## config.mk

```make
export PLATFORM = sky130hd
export DESIGN_NAME = smbios_memory_device_parser_core
export DESIGN_NICKNAME = d
export VERILOG_FILES = /design/src/rtl/smbmd_pkg.sv /design/src/rtl/smbios_memory_device_parser_core.sv /design/src/rtl/smbmd_record_decode.sv
export SDC_FILE = /design/constraint.sdc
export NUM_CORES = 1
export LEC_CHECK = 0
export BUFFER_PORTS_ARGS = -buffer_cell sky130_fd_sc_hd__clkbuf_2
export CORE_MARGIN = 1.5
export CORE_UTILIZATION = 45
export DETAILED_ROUTE_END_ITERATION = 8
export HOLD_SLACK_MARGIN = 0.1
export PLACE_DENSITY = 0.72
export RECOVER_POWER = 50
export SLEW_MARGIN = 25
export SYNTH_ARGS = -nofsm -noshare
export SYNTH_HDL_FRONTEND = slang
export SYNTH_SLANG_ARGS = --single-unit
```

## constraint.sdc

```tcl
create_clock -name clk -period 11.3 [get_ports clk]
set_input_delay 1.13 -clock clk [delete_from_list [all_inputs] [get_ports clk]]
set_output_delay 1.13 -clock clk [all_outputs]
set_load 0.03 [all_outputs]
```

## src/rtl/smbmd_pkg.sv

```systemverilog
// Shared types, offsets and codes for the SMBIOS memory device parser.
// No dependencies; used by the decode module and the top level.
package smbmd_pkg;

	// Parse phases.
	localparam logic [1:0] PH_HEADER  = 2'd0;
	localparam logic [1:0] PH_STRINGS = 2'd1;
	localparam logic [1:0] PH_HALT    = 2'd2;

	// Structure type of a memory device.
	localparam logic [7:0] TYPE_MEMORY_DEVICE = 8'd17;

	// Smallest legal header length.
	localparam logic [7:0] MIN_HDR_LEN = 8'd4;

	// Byte offsets inside the formatted area.
	localparam logic [7:0] OFS_SIZE_LO   = 8'h0C;
	localparam logic [7:0] OFS_SIZE_HI   = 8'h0D;
	localparam logic [7:0] OFS_LOCATOR   = 8'h10;
	localparam logic [7:0] OFS_BANK      = 8'h11;
	localparam logic [7:0] OFS_MEM_TYPE  = 8'h12;
	localparam logic [7:0] OFS_SPEED_LO  = 8'h15;
	localparam logic [7:0] OFS_SPEED_HI  = 8'h16;
	localparam logic [7:0] OFS_EXT_B0    = 8'h1C;
	localparam logic [7:0] OFS_EXT_B1    = 8'h1D;
	localparam logic [7:0] OFS_EXT_B2    = 8'h1E;
	localparam logic [7:0] OFS_EXT_B3    = 8'h1F;
	localparam logic [7:0] OFS_CSPEED_LO = 8'h20;
	localparam logic [7:0] OFS_CSPEED_HI = 8'h21;
	localparam logic [7:0] OFS_VOLT_LO   = 8'h26;
	localparam logic [7:0] OFS_VOLT_HI   = 8'h27;

	// Special size word values.
	localparam logic [15:0] SIZE_NONE     = 16'h0000;
	localparam logic [15:0] SIZE_UNKNOWN  = 16'hFFFF;
	localparam logic [15:0] SIZE_EXTENDED = 16'h7FFF;

	// Raw memory type codes.
	localparam logic [7:0] MT_DDR  = 8'h12;
	localparam logic [7:0] MT_DDR2 = 8'h13;
	localparam logic [7:0] MT_DDR3 = 8'h18;
	localparam logic [7:0] MT_DDR4 = 8'h1A;
	localparam logic [7:0] MT_DDR5 = 8'h22;

	// Reported memory kinds.
	localparam logic [2:0] KIND_UNKNOWN = 3'd0;
	localparam logic [2:0] KIND_DDR     = 3'd1;
	localparam logic [2:0] KIND_DDR2    = 3'd2;
	localparam logic [2:0] KIND_DDR3    = 3'd3;
	localparam logic [2:0] KIND_DDR4    = 3'd4;
	localparam logic [2:0] KIND_DDR5    = 3'd5;

	// Header and field values captured from one structure.
	typedef struct packed {
		logic [7:0]  struct_kind;
		logic [7:0]  struct_length;
		logic [15:0] size_word;
		logic [31:0] extended_size;
		logic [7:0]  locator_index;
		logic [7:0]  bank_index;
		logic [7:0]  kind_code;
		logic [15:0] speed_word;
		logic [15:0] set_speed_word;
		logic [15:0] voltage_word;
	} fields_t;

	// One decoded memory device record.
	typedef struct packed {
		logic [30:0] size_mib;
		logic [15:0] max_speed_mts;
		logic [15:0] configured_speed_mts;
		logic [15:0] voltage_mv;
		logic [2:0]  memory_kind;
		logic [7:0]  locator_string;
		logic [7:0]  bank_string;
	} record_t;

	// Map a raw memory type code to the reported kind.
	function automatic logic [2:0] kind_of(input logic [7:0] code);
		logic [2:0] k;
		unique case (code)
			MT_DDR:  k = KIND_DDR;
			MT_DDR2: k = KIND_DDR2;
			MT_DDR3: k = KIND_DDR3;
			MT_DDR4: k = KIND_DDR4;
			MT_DDR5: k = KIND_DDR5;
			default: k = KIND_UNKNOWN;
		endcase
		return k;
	endfunction

endpackage

```

## src/rtl/smbios_memory_device_parser_core.sv

```systemverilog
// Throughput: one table byte per cycle; input ready drops only while a byte that
// completes a record meets an earlier record still waiting at the output.
// A record appears on the output in the cycle after the transfer of the byte
// that closes its structure (second zero of the string set, or the table end).
// Reset: arst_n clears the parse phase, byte position, zero flag and output valid.
// Depends on smbmd_pkg and smbmd_record_decode.
module smbios_memory_device_parser_core (
	input  logic        clk,
	input  logic        arst_n,
	input  logic        in_valid,
	output logic        in_ready,
	input  logic [7:0]  table_byte,
	input  logic        table_end,
	output logic        out_valid,
	input  logic        out_ready,
	output logic [30:0] size_mib,
	output logic [15:0] max_speed_mts,
	output logic [15:0] configured_speed_mts,
	output logic [15:0] voltage_mv,
	output logic [2:0]  memory_kind,
	output logic [7:0]  locator_string,
	output logic [7:0]  bank_string
);

	logic [1:0] phase_q, phase_n;
	logic [7:0] pos_q, pos_n;
	logic       lz_q, lz_n;
	smbmd_pkg::fields_t fld_q, fld_n;
	logic       finish;
	logic       done;
	logic       dec_valid;
	smbmd_pkg::record_t dec_rec;
	smbmd_pkg::record_t rec_q;
	logic       out_valid_q;
	logic       emit;
	logic       accept;

	// Next parse state and captured fields for the byte at the input.
	always_comb begin
		phase_n = phase_q;
		pos_n   = pos_q;
		lz_n    = lz_q;
		fld_n   = fld_q;
		done    = 1'b0;
		finish  = 1'b0;
		unique case (phase_q)
			smbmd_pkg::PH_HEADER: begin
				if (pos_q == 8'd0) begin
					fld_n = '0;
					fld_n.struct_kind = table_byte;
				end else if (pos_q == 8'd1) begin
					fld_n.struct_length = table_byte;
					if (table_byte < smbmd_pkg::MIN_HDR_LEN) begin
						phase_n = smbmd_pkg::PH_HALT;
					end
				end else begin
					case (pos_q)
						smbmd_pkg::OFS_SIZE_LO:   fld_n.size_word[7:0]       = table_byte;
						smbmd_pkg::OFS_SIZE_HI:   fld_n.size_word[15:8]      = table_byte;
						smbmd_pkg::OFS_LOCATOR:   fld_n.locator_index        = table_byte;
						smbmd_pkg::OFS_BANK:      fld_n.bank_index           = table_byte;
						smbmd_pkg::OFS_MEM_TYPE:  fld_n.kind_code            = table_byte;
						smbmd_pkg::OFS_SPEED_LO:  fld_n.speed_word[7:0]      = table_byte;
						smbmd_pkg::OFS_SPEED_HI:  fld_n.speed_word[15:8]     = table_byte;
						smbmd_pkg::OFS_EXT_B0:    fld_n.extended_size[7:0]   = table_byte;
						smbmd_pkg::OFS_EXT_B1:    fld_n.extended_size[15:8]  = table_byte;
						smbmd_pkg::OFS_EXT_B2:    fld_n.extended_size[23:16] = table_byte;
						smbmd_pkg::OFS_EXT_B3:    fld_n.extended_size[31:24] = table_byte;
						smbmd_pkg::OFS_CSPEED_LO: fld_n.set_speed_word[7:0]  = table_byte;
						smbmd_pkg::OFS_CSPEED_HI: fld_n.set_speed_word[15:8] = table_byte;
						smbmd_pkg::OFS_VOLT_LO:   fld_n.voltage_word[7:0]    = table_byte;
						smbmd_pkg::OFS_VOLT_HI:   fld_n.voltage_word[15:8]   = table_byte;
						default: ;
					endcase
				end
				if (phase_n == smbmd_pkg::PH_HEADER) begin
					pos_n = pos_q + 8'd1;
					if (pos_n >= 8'd2 && pos_n >= fld_n.struct_length) begin
						phase_n = smbmd_pkg::PH_STRINGS;
						lz_n    = 1'b0;
					end
				end
			end
			smbmd_pkg::PH_STRINGS: begin
				// Two zero bytes in a row close the string set.
				if (table_byte == 8'd0 && lz_q) begin
					finish  = 1'b1;
					done    = 1'b1;
					phase_n = smbmd_pkg::PH_HEADER;
					pos_n   = 8'd0;
					lz_n    = 1'b0;
				end else begin
					lz_n = (table_byte == 8'd0);
				end
			end
			default: ;
		endcase
		// The table end flushes a structure of at least four bytes.
		if (table_end) begin
			if (!done && ((phase_n == smbmd_pkg::PH_HEADER && pos_n >= 8'd4) ||
			              phase_n == smbmd_pkg::PH_STRINGS)) begin
				finish = 1'b1;
			end
			phase_n = smbmd_pkg::PH_HEADER;
			pos_n   = 8'd0;
			lz_n    = 1'b0;
		end
	end

	smbmd_record_decode u_decode (
		.fld   (fld_n),
		.valid (dec_valid),
		.rec   (dec_rec)
	);

	// A byte that yields a record waits only while the output is full and stalled.
	assign emit     = finish && dec_valid;
	assign in_ready = !out_valid_q || out_ready || !emit;
	assign accept   = in_valid && in_ready;

	// Parse control state.
	always_ff @(posedge clk or negedge arst_n) begin
		if (!arst_n) begin
			phase_q <= smbmd_pkg::PH_HEADER;
			pos_q   <= 8'd0;
			lz_q    <= 1'b0;
		end else if (accept) begin
			phase_q <= phase_n;
			pos_q   <= pos_n;
			lz_q    <= lz_n;
		end
	end

	// Captured fields; the type byte of each structure reloads them.
	always_ff @(posedge clk) begin
		if (accept) begin
			fld_q <= fld_n;
		end
	end

	// Output register valid.
	always_ff @(posedge clk or negedge arst_n) begin
		if (!arst_n) begin
			out_valid_q <= 1'b0;
		end else if (accept && emit) begin
			out_valid_q <= 1'b1;
		end else if (out_ready) begin
			out_valid_q <= 1'b0;
		end
	end

	// Output register payload.
	always_ff @(posedge clk) begin
		if (accept && emit) begin
			rec_q <= dec_rec;
		end
	end

	assign out_valid            = out_valid_q;
	assign size_mib             = rec_q.size_mib;
	assign max_speed_mts        = rec_q.max_speed_mts;
	assign configured_speed_mts = rec_q.configured_speed_mts;
	assign voltage_mv           = rec_q.voltage_mv;
	assign memory_kind          = rec_q.memory_kind;
	assign locator_string       = rec_q.locator_string;
	assign bank_string          = rec_q.bank_string;

endmodule

```

## src/rtl/smbmd_record_decode.sv

```systemverilog
// Decodes the captured fields of one structure into a memory device record.
// Depends on smbmd_pkg for the field and record types.
module smbmd_record_decode (
	input  smbmd_pkg::fields_t fld,
	output logic               valid,
	output smbmd_pkg::record_t rec
);

	logic [7:0]  len;
	logic [15:0] sw;
	logic [31:0] ext;
	logic [30:0] size;
	logic [15:0] spd;
	logic [15:0] cspd;

	assign len = fld.struct_length;

	// Fields that lie beyond the formatted area read as zero.
	assign sw   = (len >= 8'h0E) ? fld.size_word : 16'd0;
	assign ext  = (len >= 8'h20) ? fld.extended_size : 32'd0;
	assign spd  = (len >= 8'h17) ? fld.speed_word : 16'd0;
	assign cspd = (len >= 8'h22) ? fld.set_speed_word : 16'd0;

	// Size decode: none, unknown, extended form, KiB form, or plain MiB.
	always_comb begin
		if (sw == smbmd_pkg::SIZE_NONE || sw == smbmd_pkg::SIZE_UNKNOWN) begin
			size = 31'd0;
		end else if (sw == smbmd_pkg::SIZE_EXTENDED) begin
			size = ext[30:0];
		end else if (sw[15]) begin
			// KiB count divided by 1024.
			size = {26'd0, sw[14:10]};
		end else begin
			size = {15'd0, sw};
		end
	end

	assign valid = (fld.struct_kind == smbmd_pkg::TYPE_MEMORY_DEVICE) && (size != 31'd0);

	// Assemble the record; configured speed falls back to the rated speed.
	always_comb begin
		rec.size_mib             = size;
		rec.max_speed_mts        = spd;
		rec.configured_speed_mts = (cspd == 16'd0) ? spd : cspd;
		rec.voltage_mv           = (len >= 8'h28) ? fld.voltage_word : 16'd0;
		rec.memory_kind          = smbmd_pkg::kind_of((len > 8'h12) ? fld.kind_code : 8'd0);
		rec.locator_string       = (len > 8'h10) ? fld.locator_index : 8'd0;
		rec.bank_string          = (len > 8'h11) ? fld.bank_index : 8'd0;
	end

endmodule

```

==> impl_metrics.json <==
{
  "status": "finished, violations left",
  "violations": "max-capacitance violations, max-slew violations",
  "grt.overflow.total": 0,
  "place_inst": 1448,
  "holdPathStages": 2,
  "worstHoldStart": "out_valid",
  "die_area_mm2": 0.0285,
  "crit_slowest_cell": "clkbuf_1",
  "critical_path.max_fanout": 71,
  "max-clock-path-buffers": 3,
  "crit_chain": "inv_1, ha_1, or3b_1, nor2_4, clkbuf_1, buf_4, a21oi_1, o41ai_1, mux2i_1, o31ai_1, o2111ai_1, buf_4, inv_4, and3_4, buf_4",
  "htreeDepth": 1,
  "yosysSeqAreaShare_pct": 58.9,
  "finalSetupViolCount": 0,
  "period_share_pct": 71.6,
  "ctsHoldBuffers": 0,
  "drt-total-wl_um": 32000,
  "fin_cells": 1498,
  "min_period_ns": 8.09,
  "cts_resized": 0,
  "r2r_cells": 15,
  "vias": 9027,
  "cp-startpoint": "pos_q[0]",
  "max-cap-violations": 2,
  "avgSynthCellArea_um2": 11.7,
  "start_util_pct": 46.0,
  "grt_first_pass_wirelength_um": 50000,
  "antenna_cells": 0,
  "area_delta_synth_final_pct": 12.8,
  "antenna_found_initial": 0,
  "critPathBufInv": 6,
  "synth_nets": 1085,
  "yosysWarnings": 0,
  "slew_headroom_pct": -70.9,
  "max_freq_mhz": 124,
  "critPathMostFrequentCell": "buf_4",
  "layout.nets": 1162,
  "finalInstanceArea_mm2": 0.0140,
  "post_cts_buffers": 0,
  "finalSetupTns_ns": 0,
  "grt_pass1_vias": 8849,
  "yosys_register_bits": 245,
  "clkTransAtPathRegs_ns": 0.06,
  "synth_ff_type": "edfxtp_1",
  "synthTopCellsByCount": "233 x edfxtp_1, 142 x nor2_1, 106 x mux2i_1, 62 x nor3_1, 53 x nand2_1",
  "ir_drop_uv": 164,
  "synth_cells": 1059,
  "gp_congestion": 0.930,
  "vias_per_cell": 6.03,
  "drtPass1Iterations": 6,
  "cts_tree": "done",
  "synthesis.area_mm2": 0.0124,
  "layout-drive-gt1-share_pct": 9.25,
  "r2r_start": "pos_q[0]",
  "required_ns": 11.45,
  "drc": 0,
  "dp_hpwl_um": 20600,
  "die_w_um": 169,
  "synth_edf_count": 233,
  "arrival_ns": 8.24,
  "cp-start-kind": "flop",
  "clockRootBuffer": "clkbuf_16",
  "p_leak_nw": 5.24,
  "rsz0062_at_grt": "no",
  "synthMostInstantiatedCell": "edfxtp_1",
  "synth.distinct_cells": 69,
  "multi_input_area_mm2": 0.00473,
  "wl_per_cell_um": 21.4,
  "hold_viol_final": 0,
  "seq_area_mm2": 0.00730,
  "slew_viol_final": 108,
  "fp.coreArea_mm2": 0.0270,
  "crit_cells": 15,
  "clock-sinks": 245,
  "p_per_area_mw_per_mm2": 250,
  "worst_hold_path_type": "flop to flop",
  "synth_area_leaders": "edfxtp_1 56%, mux2i_1 8.6%, nor2_1 4.3%, nor3_1 2.5%, dfrtp_1 2.4%",
  "ant_nets": 0,
  "crit_path_max_incr_delay_ns": 1.82,
  "worst_slew_pin_slew_ns": 2.56,
  "synth_area_leader_cell": "edfxtp_1",
  "endpoint_kind": "flop",
  "fill_cells": 2353,
  "worstSkewPairLatency_ns": 0.54,
  "place_area_mm2": 0.0132,
  "synth_top_area_share_pct": 56.5,
  "grt_max_degree": 76,
  "synthArstFlopShare_pct": 4.90,
  "grt_use_total_pct": 22.3,
  "io_pins": 113,
  "fp.dieH_um": 169,
  "cts_inserted_buffers": 27,
  "crit_type": "flop to flop",
  "path_delay_family": "buffers and inverters",
  "skew_ns": 0.0157,
  "num_rows": 60,
  "io_buffer_count": 112,
  "drtIter0Drc": 1079
}
==> metrics by stage <==
step / total power [mW] / hold WS, ns / utilization, % / worst slack (ns)
after global routing: 3.68 / 0.606 / 51.8 / 2.60
after CTS: 3.49 / 0.477 / 52.3 / 4.56
after detailed placement: 2.56 / 0.554 / 48.9 / 4.60
after global placement: 2.55 / 0.559 / 48.9 / 4.81
after floorplan: 2.22 / 0.493 / - / 2.92
final: 3.50 / 0.567 / 51.8 / 3.21
==> metal layers <==
layer / track usage, % / share of wire [%] / wire, µm
met5: 0 / 0 / 0
met4: 5.98 / 2.2 / 718
met3: 2.97 / 7.0 / 2240
met2: 35.3 / 46 / 14800
met1: 32.4 / 44 / 14200
==> worst min-delay path, cell delays in order, from the launching register on <==
cell and delay [ns]:
dfrtp_1 0.34, nand2b_1 0.10, nand2_1 0.09
==> cell type report <==
class,instances,area share (%)
flip-flops and latches,245,52.2
multi-input cells,719,33.8
clock buffers,27,4.84
repair buffers,126,3.81
well taps,341,3.05
clock inverters,23,1.78
inverters,17,0.475
==> cell families after synthesis <==
logic type	after synthesis	share of synthesized area, %
and+or+nand+nor	421	17.1
DFF	245	58.9
AOI/OAI and AO/OA	156	9.04
muxes	123	10.1
buffers and inverters	95	3.09
adders and majority gates	13	1.31
xor gates and xnor gates	6	0.424
==> placed cells by master, fill, tap and decap left out, types with 15 or more instances in the layout <==
cell type and instances:
nor3_1 62, and3_1 16, clkbuf_1 102, mux2_2 17
edfxtp_1 233, a21oi_1 33, o21ai_0 17, a22o_1 27
clkbuf_16 27, nor2_1 140, mux2i_1 106, inv_1 16
nand2_1 53, nand3_1 29, and2_0 15
==> where the power goes <==
group / switching [mW] / internal, mW / leakage, nW
logic: 0.846 / 0.417 / 2.39
clock network: 0.382 / 0.536 / 0.455
registers: 0.0701 / 1.25 / 2.39
==> sequential cells by signal, summed over array words and instances (netlist names) <==
name and flops:
pos_q 8, configured_speed_mts 16, max_speed_mts 16, out_valid 1
memory_kind 3, size_mib 31, locator_string 8, fld_q 135
bank_string 8, lz_q 1, voltage_mv 16, phase_q 2
==> path summary, 6_finish.rpt <==
kind                                           end  slack [ns]
setup reg to reg           configured_speed_mts[7]        3.21
max in group asynchronous                     lz_q       10.23
hold / removal                           out_valid        0.57
setup / recovery           configured_speed_mts[7]        3.21
min in group asynchronous               phase_q[1]        0.62
hold reg to reg                          out_valid        0.57
(Power assumes the default switching activity.)
